==> src/sv/rcam_pkg.sv <==
// Shared types and constants for the rounded-corner alpha mask unit.
package rcam_pkg;

  localparam int COORD_W  = 8;    // pixel column / row width
  localparam int RAD_CFG_W = 9;   // radius register width
  localparam int OFS_W    = 11;   // signed offset from the circle center
  localparam int SQ_W     = 18;   // one squared offset
  localparam int SUM_W    = 19;   // sum of both squared offsets
  localparam int FRAC_W   = 16;   // left shift applied before the square root
  localparam int ROOT_W   = 18;   // 10.8 distance, one root bit per cell
  localparam int RADC_W   = 2 * ROOT_W;  // radicand width, two bits per cell
  localparam int REM_W    = ROOT_W + 2;  // partial remainder width
  localparam int BASE_W   = RAD_CFG_W + 8;  // 127 + (radius << 8)
  localparam int ALPHA_W  = 8;
  localparam int N_CELLS  = ROOT_W;

  localparam logic [7:0] ALPHA_BIAS = 8'd127;
  localparam logic [ALPHA_W-1:0] ALPHA_MAX = 8'd255;

  // Valid flag of one pipeline slot.
  typedef struct packed {
    logic valid;
  } slot_ctl_t;

  // Payload handed from one square-root cell to the next.
  typedef struct packed {
    logic [RADC_W-1:0] radc;   // radicand bits not yet consumed, MSB first
    logic [REM_W-1:0]  rem;    // partial remainder
    logic [ROOT_W-1:0] root;   // partial root
    logic [BASE_W-1:0] base;   // 127 + (radius << 8), carried along
  } cell_data_t;

endpackage

==> src/sv/rcam_front.sv <==
// Offset, squaring and summing stages ahead of the square-root chain.
module rcam_front (
  input  logic                               clk,
  input  logic                               rst_n,
  input  logic                               take,
  input  logic [rcam_pkg::COORD_W-1:0]       col,
  input  logic [rcam_pkg::COORD_W-1:0]       row,
  input  logic [rcam_pkg::RAD_CFG_W-1:0]     r_eff,
  output rcam_pkg::slot_ctl_t                ctl_o,
  output rcam_pkg::cell_data_t               data_o
);

  // Stage A: signed offsets from the center at (r-1, r-1).
  logic                                  a_valid_r;
  logic signed [rcam_pkg::OFS_W-1:0]     dx_r, dy_r, dx_nxt, dy_nxt;
  logic [rcam_pkg::BASE_W-1:0]           a_base_r, a_base_nxt;
  // Stage B: squared offsets.
  logic                                  b_valid_r;
  logic [rcam_pkg::SQ_W-1:0]             sqx_r, sqy_r, sqx_nxt, sqy_nxt;
  logic [rcam_pkg::BASE_W-1:0]           b_base_r;
  logic signed [2*rcam_pkg::OFS_W-1:0]   px, py;
  // Stage C: sum, shifted into the radicand.
  logic                                  c_valid_r;
  logic [rcam_pkg::SUM_W-1:0]            sum_nxt;
  rcam_pkg::cell_data_t                  c_data_r, c_data_nxt;

  always_comb begin
    dx_nxt = $signed({2'b00, r_eff}) - 11'sd1 - $signed({3'b000, col});
    dy_nxt = $signed({2'b00, r_eff}) - 11'sd1 - $signed({3'b000, row});
    a_base_nxt = {r_eff, rcam_pkg::ALPHA_BIAS};
  end

  always_comb begin
    px = dx_r * dx_r;
    py = dy_r * dy_r;
    // Both squares stay below 2^18 because the offsets lie in -256..510.
    sqx_nxt = px[rcam_pkg::SQ_W-1:0];
    sqy_nxt = py[rcam_pkg::SQ_W-1:0];
  end

  always_comb begin
    sum_nxt = {1'b0, sqx_r} + {1'b0, sqy_r};
    c_data_nxt.radc = {1'b0, sum_nxt, {rcam_pkg::FRAC_W{1'b0}}};
    c_data_nxt.rem  = '0;
    c_data_nxt.root = '0;
    c_data_nxt.base = b_base_r;
  end

  always_ff @(posedge clk) begin
    if (!rst_n) begin
      a_valid_r <= 1'b0;
      b_valid_r <= 1'b0;
      c_valid_r <= 1'b0;
    end else begin
      a_valid_r <= take;
      b_valid_r <= a_valid_r;
      c_valid_r <= b_valid_r;
    end
  end

  always_ff @(posedge clk) begin
    dx_r     <= dx_nxt;
    dy_r     <= dy_nxt;
    a_base_r <= a_base_nxt;
    sqx_r    <= sqx_nxt;
    sqy_r    <= sqy_nxt;
    b_base_r <= a_base_r;
    c_data_r <= c_data_nxt;
  end

  assign ctl_o.valid = c_valid_r;
  assign data_o      = c_data_r;

endmodule

==> src/sv/rcam_sqrt_cell.sv <==
// One digit step of the pipelined floor square root.
module rcam_sqrt_cell (
  input  logic                  clk,
  input  logic                  rst_n,
  input  rcam_pkg::slot_ctl_t   ctl_i,
  input  rcam_pkg::cell_data_t  data_i,
  output rcam_pkg::slot_ctl_t   ctl_o,
  output rcam_pkg::cell_data_t  data_o
);

  logic [rcam_pkg::REM_W+1:0] cur, trial, diff;
  logic                       ge;
  rcam_pkg::slot_ctl_t        ctl_r;
  rcam_pkg::cell_data_t       data_r, data_nxt;

  always_comb begin
    // Bring down the next two radicand bits and try root*4 + 1.
    cur   = {data_i.rem, data_i.radc[rcam_pkg::RADC_W-1 -: 2]};
    trial = {2'b00, data_i.root, 2'b01};
    diff  = cur - trial;
    ge    = (cur >= trial);

    data_nxt.radc = {data_i.radc[rcam_pkg::RADC_W-3:0], 2'b00};
    data_nxt.rem  = ge ? diff[rcam_pkg::REM_W-1:0] : cur[rcam_pkg::REM_W-1:0];
    data_nxt.root = {data_i.root[rcam_pkg::ROOT_W-2:0], ge};
    data_nxt.base = data_i.base;
  end

  always_ff @(posedge clk) begin
    if (!rst_n) begin
      ctl_r.valid <= 1'b0;
    end else begin
      ctl_r.valid <= ctl_i.valid;
    end
  end

  always_ff @(posedge clk) begin
    data_r <= data_nxt;
  end

  assign ctl_o  = ctl_r;
  assign data_o = data_r;

endmodule

==> src/sv/rounded_corner_alpha_mask_unit.sv <==
// Top level of the rounded-corner alpha mask unit: front stages, root chain, clamp.
// Throughput: one pixel per clock; busy is always low, so a new transfer may follow every cycle.
// An accepted pixel passes three front stages, 18 square-root cells and the output register.
// Reset (synchronous, rst_n low) empties the pipeline and sets the radius to 16.
// The receiver cannot stall: each result is shown for exactly one cycle.
module rounded_corner_alpha_mask_unit #(
  parameter int MAX_RADIUS = 256
) (
  input  logic                              clk,
  input  logic                              rst_n,
  input  logic                              start,
  output logic                              busy,
  input  logic [rcam_pkg::COORD_W-1:0]      in_col,
  input  logic [rcam_pkg::COORD_W-1:0]      in_row,
  output logic                              out_valid,
  output logic [rcam_pkg::ALPHA_W-1:0]      out_alpha,
  input  logic                              cfg_we,
  input  logic [rcam_pkg::RAD_CFG_W-1:0]    cfg_data
);

  // The radius register is only 9 bits wide, so a limit at or above its
  // largest value never clips anything.
  localparam int RadMaxVal = (1 << rcam_pkg::RAD_CFG_W) - 1;
  localparam int RadClip   = (MAX_RADIUS < RadMaxVal) ? MAX_RADIUS : RadMaxVal;
  localparam int ChainLat  = rcam_pkg::N_CELLS + 4;

  logic [rcam_pkg::RAD_CFG_W-1:0] radius_r;
  logic [rcam_pkg::RAD_CFG_W-1:0] r_eff;
  logic                           take;

  // Slot 0 is the output of the front stages; slot k is the output of cell k-1.
  rcam_pkg::slot_ctl_t  ctl   [rcam_pkg::N_CELLS+1];
  rcam_pkg::cell_data_t data  [rcam_pkg::N_CELLS+1];

  logic signed [rcam_pkg::ROOT_W:0] diff;
  logic [rcam_pkg::ALPHA_W-1:0]     alpha_nxt;
  logic [rcam_pkg::ALPHA_W-1:0]     out_alpha_r;
  logic                             out_valid_r;

  // Every transfer is taken at once; the pipeline never backs up.
  assign busy = 1'b0;
  assign take = start && !busy;

  // Configuration is to be written only while the unit is idle, so every
  // stage may read the live register; the block has no check for this.
  always_ff @(posedge clk) begin
    if (!rst_n) begin
      radius_r <= 9'd16;
    end else if (cfg_we) begin
      radius_r <= cfg_data;
    end
  end

  // Radius above the supported maximum saturates to it.
  assign r_eff = (radius_r > rcam_pkg::RAD_CFG_W'(RadClip)) ?
                 rcam_pkg::RAD_CFG_W'(RadClip) : radius_r;

  // Offsets, squares and the shifted sum take three register stages.
  rcam_front u_front (
    .clk    (clk),
    .rst_n  (rst_n),
    .take   (take),
    .col    (in_col),
    .row    (in_row),
    .r_eff  (r_eff),
    .ctl_o  (ctl[0]),
    .data_o (data[0])
  );

  // The floor square root runs down a row of identical cells, each one
  // resolving one root bit from two radicand bits and handing the partial
  // remainder and root to its neighbor on the next clock.
  for (genvar k = 0; k < rcam_pkg::N_CELLS; k++) begin : g_cell
    rcam_sqrt_cell u_cell (
      .clk    (clk),
      .rst_n  (rst_n),
      .ctl_i  (ctl[k]),
      .data_i (data[k]),
      .ctl_o  (ctl[k+1]),
      .data_o (data[k+1])
    );
  end

  // Alpha is 127 + (radius << 8) minus the 10.8 distance, clamped to 0..255.
  always_comb begin
    diff = $signed({2'b00, data[rcam_pkg::N_CELLS].base})
         - $signed({1'b0, data[rcam_pkg::N_CELLS].root});
    if (diff[rcam_pkg::ROOT_W]) begin
      alpha_nxt = '0;
    end else if (diff > $signed({{(rcam_pkg::ROOT_W-rcam_pkg::ALPHA_W+1){1'b0}},
                                 rcam_pkg::ALPHA_MAX})) begin
      alpha_nxt = rcam_pkg::ALPHA_MAX;
    end else begin
      alpha_nxt = diff[rcam_pkg::ALPHA_W-1:0];
    end
  end

  always_ff @(posedge clk) begin
    if (!rst_n) begin
      out_valid_r <= 1'b0;
    end else begin
      out_valid_r <= ctl[rcam_pkg::N_CELLS].valid;
    end
  end

  always_ff @(posedge clk) begin
    out_alpha_r <= alpha_nxt;
  end

  assign out_valid = out_valid_r;
  assign out_alpha = out_alpha_r;

  // Each accepted pixel comes out exactly once, a fixed number of cycles later.
  a_latency : assert property (@(posedge clk) disable iff (!rst_n)
    take |-> ##ChainLat out_valid)
    else $error("accepted pixel did not produce a result on time");

  a_no_spurious : assert property (@(posedge clk) disable iff (!rst_n)
    out_valid |-> $past(take, ChainLat))
    else $error("result appeared without a matching accepted pixel");

  // The final remainder of a floor square root never exceeds twice the root.
  a_root_rem : assert property (@(posedge clk) disable iff (!rst_n)
    ctl[rcam_pkg::N_CELLS].valid |->
      (data[rcam_pkg::N_CELLS].rem <= {1'b0, data[rcam_pkg::N_CELLS].root, 1'b0}))
    else $error("square-root remainder out of range");

endmodule

==> config.mk <==
export PLATFORM = sky130hd
export DESIGN_NAME = rounded_corner_alpha_mask_unit
export DESIGN_NICKNAME = d
export VERILOG_FILES = /design/src/sv/rcam_pkg.sv /design/src/sv/rcam_front.sv /design/src/sv/rcam_sqrt_cell.sv /design/src/sv/rounded_corner_alpha_mask_unit.sv
export SDC_FILE = /design/constraint.sdc
export NUM_CORES = 2
export LEC_CHECK = 0
export BUFFER_PORTS_ARGS = -buffer_cell sky130_fd_sc_hd__buf_4
export CORE_MARGIN = 2
export CORE_UTILIZATION = 35
export CTS_CLUSTER_SIZE = 10
export DETAILED_ROUTE_END_ITERATION = 6
export PLACE_DENSITY = 0.55
export SLEW_MARGIN = 40
export SYNTH_ARGS = -nofsm -noshare
export SYNTH_HDL_FRONTEND = slang
export SYNTH_SLANG_ARGS = --single-unit
==> constraint.sdc <==
create_clock -name clk -period 6.7 [get_ports clk]
set_input_delay 0 -clock clk [delete_from_list [all_inputs] [get_ports clk]]
set_output_delay 0 -clock clk [all_outputs]
set_load 0.1 [all_outputs]
== Yosys cells after proc, flatten, opt, wreduce, memory -nomap -nowiden ==
Index checks and enable logic that the tools add are counted.
Cells by class
  multipliers: 2
  bitwise logic cells: 0
  add/subtract/negate cells: 22
  shifts and indexed selects: 0
  mux-type cells: 19
  order comparisons: 20
  divide/modulo/power cells: 0
  reduce and logical (&&, ||, !) cells: 0
  equal/unequal tests: 0
Operator list (number)
  20-bit 2-to-1 mux: 16
  11-bit by 11-bit multiplier with 18-bit output: 2
  22-bit by 10-bit >= comparator with 1-bit output: 1
  22-bit by 11-bit >= comparator with 1-bit output: 1
  22-bit by 12-bit >= comparator with 1-bit output: 1
  22-bit by 13-bit >= comparator with 1-bit output: 1
  22-bit by 14-bit >= comparator with 1-bit output: 1
  22-bit by 15-bit >= comparator with 1-bit output: 1
  22-bit by 16-bit >= comparator with 1-bit output: 1
  22-bit by 17-bit >= comparator with 1-bit output: 1
  22-bit by 18-bit >= comparator with 1-bit output: 1
  22-bit by 19-bit >= comparator with 1-bit output: 1
  22-bit by 3-bit >= comparator with 1-bit output: 1
  22-bit by 4-bit >= comparator with 1-bit output: 1
  22-bit by 5-bit >= comparator with 1-bit output: 1
  22-bit by 6-bit >= comparator with 1-bit output: 1
  22-bit by 7-bit >= comparator with 1-bit output: 1
  22-bit by 8-bit >= comparator with 1-bit output: 1
  22-bit by 9-bit >= comparator with 1-bit output: 1
  10-bit by 9-bit subtractor with 11-bit output: 2
  20-bit by 10-bit subtractor with 20-bit output: 1
  20-bit by 11-bit subtractor with 20-bit output: 1
  20-bit by 12-bit subtractor with 20-bit output: 1
  20-bit by 13-bit subtractor with 20-bit output: 1
  22 further kinds: 22
Word-level totals
  RAM bits: 0
  output and inout bits: 10
  memories kept: 0
  word-level logic and storage cells: 166
  flip-flop bits (word level): 889
  bits in latches: 0
  memory bits (read-only): 0

== Depth between registers and ports, before layout ==
  depth after elaboration: 4
  gate-level depth with buffers: 21
  mapped depth without buffers: 20

== Modules after synthesis ==
Synthesis repeated with hierarchy kept, for this count alone.
Unflattened totals
  cell total of the unflattened synthesis: 6484
  area total of the unflattened synthesis: 71230.8 µm²
By module, submodules not included
  rcam_sqrt_cell: instances 18, sequential area each 1801.7 µm², cells each 285, area each 3260.6 µm²
  rcam_front: instances 1, sequential area each 2102.0 µm², cells each 1160, area each 10895.4 µm²
  rounded_corner_alpha_mask_unit: instances 1, sequential area each 360.3 µm², cells each 194, area each 1644.1 µm²

== Least setup slack after synthesis ==
OpenSTA, ideal clock, no wires.
  kind: flip-flop to flip-flop
  from: register u_front.dx_r[2] (netlist name)
  to: register u_front.sqx_r[17] (netlist name)
  path slack: 1733 ps
  stages on the path, launching flop included: 17
  path buffers: 1
  data required time: 6628 ps
  library setup time: 72 ps
  arrival: 4894 ps
  cell sequence: dfxtp_1 > clkbuf_1 > and2_1 > fa_1 > fa_1 > fa_1 > fa_1 > inv_1 > fa_1 > inv_1 > ha_1 > and2_1 > a221oi_1 > a31oi_1 > a21o_1 > a21oi_1 > xnor2_1
On the way
  cells in the longest elaborated chain, start to end: 1
RTL lines
  start, declared: RTL line rcam_front.sv:15  | logic signed [rcam_pkg::OFS_W-1:0] dx_r, dy_r, dx_nxt, dy_nxt;
  start signal, assigned: RTL line rcam_front.sv:62  | dx_r <= dx_nxt;
  11-bit by 11-bit multiplier with 18-bit output: RTL line rcam_front.sv:34  | px = dx_r * dx_r;
  via u_front.px, one bit: RTL line rcam_front.sv:21  | logic signed [2*rcam_pkg::OFS_W-1:0] px, py;
  end signal, assigned: RTL line rcam_front.sv:65  | sqx_r <= sqx_nxt;
  end, declared: RTL line rcam_front.sv:19  | logic [rcam_pkg::SQ_W-1:0] sqx_r, sqy_r, sqx_nxt, sqy_nxt;
The timed path passes the listed nets, and every way through them passes these cells.
A chain may end at the register's enable or synchronous reset.

== Final worst setup path ==
  from: register u_front.dx_r[5] (netlist name)
  to: register u_front.sqx_r[17] (netlist name)
Same word-level chain as after synthesis.

==> impl_metrics.py <==
metrics = {
    "logic_synthesis": {
        "synthCells": 3731,
        "syn-cell-area_mm2": 0.0383,
        "async_flop_share_pct": 0,
        "synth_edf_count": 0,
        "ys_seq_elements": 868,
        "synth.avg_cell_area_um2": 10.3,
        "ys_top_cells_by_area": "dfxtp_1 (45%), ha_1 (9.7%), fa_1 (8.9%)",
        "ys_seq_area_share_pct": 45.4,
        "synth_top_area_share_pct": 45.4,
        "ys.warnings.count": 0,
        "synth.distinct_cells": 82,
        "synth_flop_cell": "dfxtp_1",
        "synth_top_area_cell": "dfxtp_1",
    },
    "floorplanning": {
        "die_y_um": 335,
        "rows": 121,
        "fp.dieW_um": 335,
        "core_mm2": 0.109,
        "die_area_mm2": 0.112,
        "initial_utilization_pct": 35.2,
        "ioPinCount": 39,
    },
    "sta": {
        "setup_viol": 0,
        "clock.fmax_ghz": 0.191,
        "slew-limit-headroom_pct": 47.6,
        "tightest_slew_ns": 0.785,
        "skew_ns": 0.0637,
        "finalMaxSlewViolations": 0,
        "rsz0062_at_grt": "no",
        "finalHoldViolCount": 0,
        "min_period_ns": 5.23,
        "tns_ns": 0,
        "fin_crit_sh_pct": 78.0,
    },
    "cells_and_area": {
        "area_growth_pct": 13.7,
        "drive_above_1_share_pct": 6.85,
        "stdcell_count": 5310,
        "n_antenna_cell": 0,
        "nets": 4367,
    },
    "critical_path": {
        "crit-reg2reg-capture": "u_front.sqx_r[17]",
        "cpMostUsedCell": "fa_1",
        "worst_setup_path_end_kind": "flip-flop",
        "arrival_ns": 5.74,
        "critical_path_required_ns": 7.22,
        "rrSetupSlack_ns": 1.47,
        "r2r_cells": 17,
        "critPathBufInv": 3,
        "crit_chain": "inv_1 > nor2_1 > ha_1 > xnor2_1 > fa_1 > fa_1 > fa_1 > inv_1 > fa_1 > inv_1 > ha_1 > and2_1 > a221oi_1 > a31oi_1 > a21o_1 > a21oi_1 > xnor2_1",
        "cp_slowest_cell": "dfxtp_1",
        "critPathLaunchType": "flip-flop",
        "cp_top_family": "adder cells",
        "worstPathMaxFanout": 10,
        "crit_type": "flip-flop to flip-flop",
        "cpPeakStageDelay_ns": 0.55,
        "r2r-start": "u_front.dx_r[5]",
    },
    "hold_path": {
        "hold_depth": 4,
        "hold_path.class": "input pin to flip-flop",
        "holdCritStartpoint": "in_row[0]",
        "hold_end": "u_front.dy_r[0]",
    },
    "flow_run": {
        "cap_violations": 0,
    },
    "place": {
        "dp_hpwl_mm": 52.4,
        "place.gp.congestion": 0.806,
        "portBuffers": 37,
        "dpl.cell_count": 5133,
    },
    "cts": {
        "cts_tree": "built",
        "cts_made_buffers": 100,
        "ctsRootBufferMaster": "clkbuf_16",
        "cts.sink_count": 868,
        "cts_buffer_depth": 3,
        "htreeDepth": 3,
        "cts_setup_buffers": 0,
        "path_clk_slew_ns": 0.05,
        "clk_latency_ns": 0.67,
    },
    "routing": {
        "route.detailed.drc": 0,
        "drt-initial-drc-count": 936,
        "totalWireLength_mm": 68.3,
        "firstDrtPassIters": 5,
        "routedWlPerCell_um": 12.9,
        "vias_per_cell": 4.54,
        "vias": 24100,
        "detail-route-antenna-nets": 0,
    },
    "run_status": {
        "status": "finished clean",
    },
    "global_route": {
        "grt_remaining_overflow": 0,
        "grt_max_degree": 32,
        "grt_pass1_vias": 24300,
        "grt_pass1_wl_mm": 116,
        "grtUsageTotal_pct": 12.5,
        "antenna_found_initial": 0,
    },
}
repair_timing:
| item | CTS | global route |
|---|---|---|
| endpoints found under the hold margin | 52 | 0 |
| hold buffers | 50 | 0 |
| gates resized for setup | 0 | 0 |
cell usage in the layout, fill, tap and decap left out, types with 26 or more instances in the layout:
master,n
nor2_1,207
xor2_1,114
nor3_1,53
clkbuf_16,100
nor4_1,43
a21oi_1,174
o21ai_0,152
ha_1,297
mux2_2,54
a211oi_1,26
dfxtp_1,868
buf_4,42
and2_1,74
nor2b_1,53
a21o_1,52
nand3_1,36
inv_1,506
o21a_1,53
nand2_1,202
fa_1,170
xnor2_1,190
dlygate4sd3_1,50
nand2b_1,38
cell type report:
cell class                 instances  area (um2)
inverter                         507        1900
tap                             1414        1770
clock inverter                    11         189
sequential                       868       17400
multi-input combinational       2302       18800
timing repair buffer              92         816
fill                           10600       65200
clock buffer                     116        2610
cell usage after synthesis (17+ instances only):
library cell and count:
ha_1 297, and3_1 17, a31oi_1 21, clkbuf_1 40, nor4_1 45, o21bai_1 24, a21oi_1 174, nand2b_1 38
xnor2_1 190, mux2i_1 17, nand3_1 36, a211oi_1 26, o31ai_1 17, nor2_1 208, xor2_1 114, or2_2 19
a21o_1 52, inv_1 506, nor3_1 55, o21a_1 53, and2_1 74, nand2_1 202, fa_1 170, or3_1 22
dfxtp_1 868, nor2b_1 53, mux2_2 54, o21ai_0 152
flip-flops by register name (all words and copies together) (netlist names):
signal	flops
u_front.ctl_o	1
u_front.dy_r	11
radius_r	9
out_valid	1
u_front.sqx_r	17
out_alpha	8
u_front.b_valid_r	1
u_front.a_valid_r	1
u_front.b_base_r	9
u_front.a_base_r	9
g_cell.u_cell.ctl_o	18
u_front.data_o	28
g_cell.u_cell.data_o	727
u_front.sqy_r	17
u_front.dx_r	11
cells by family (layout without fill, tap and decap cells):
| kind of cell | Yosys count | count (layout) | synth area share, % |
|---|---|---|---|
| adder cells (fa/ha/maj) | 467 | 467 | 18.6 |
| other | 1 | 2 | 0.00980 |
| flip-flops | 868 | 868 | 45.4 |
| buffers and inverters | 562 | 726 | 5.59 |
| AO/OA/AOI/OAI | 609 | 609 | 10.1 |
| multiplexers | 71 | 71 | 2.03 |
| XOR/XNOR | 304 | 304 | 6.96 |
| AND/OR/NAND/NOR | 849 | 849 | 11.3 |
worst reg2reg max path: stages, from the launching register on:
cell	delay, ns
dfxtp_1	0.55
inv_1	0.18
nor2_1	0.22
ha_1	0.28
xnor2_1	0.21
fa_1	0.47
fa_1	0.53
fa_1	0.55
inv_1	0.05
fa_1	0.53
inv_1	0.04
ha_1	0.34
and2_1	0.18
a221oi_1	0.38
a31oi_1	0.19
a21o_1	0.20
a21oi_1	0.17
xnor2_1	0.07
how the worst max path moves through the flow:
stage                    start                 to  slack, ns  cells after the start
4_1_cts        u_front.dx_r[5]  u_front.sqx_r[17]       1.45                     17
6_report       u_front.dx_r[5]  u_front.sqx_r[17]       1.47                     17
3_5_place_dp   u_front.dx_r[4]  u_front.sqx_r[17]       1.46                     16
5_1_grt        u_front.dy_r[2]  u_front.sqy_r[17]       1.17                     18
2_1_floorplan  u_front.dx_r[2]  u_front.sqx_r[17]       1.73                     16
3_3_place_gp   u_front.dx_r[5]  u_front.sqx_r[17]       1.52                     17
per-stage QoR:
step	setup slack, ns	hold slack [ns]	utilization (%)	area, um2
finish	1.47	0.218	40.0	43500
global route	1.17	0.233	40.0	43500
CTS	1.45	0.171	40.0	43500
detailed placement	1.46	0.219	37.0	40200
global placement	1.52	0.224	36.9	40100
floorplan	1.73	0.127	-	38300
layer usage:
metal	share of wire [%]	up-vias	wire [um]	track usage, %
met5	0	-	0	0
met4	3.1	0	2150	4.60
met3	3.1	139	2120	2.15
met2	47	288	32100	21.4
met1	47	11100	31900	15.7
li1	-	12600	-	-
Power is not shown: default switching activity piles up to over one toggle a cycle in this logic, so the estimate is an artifact.
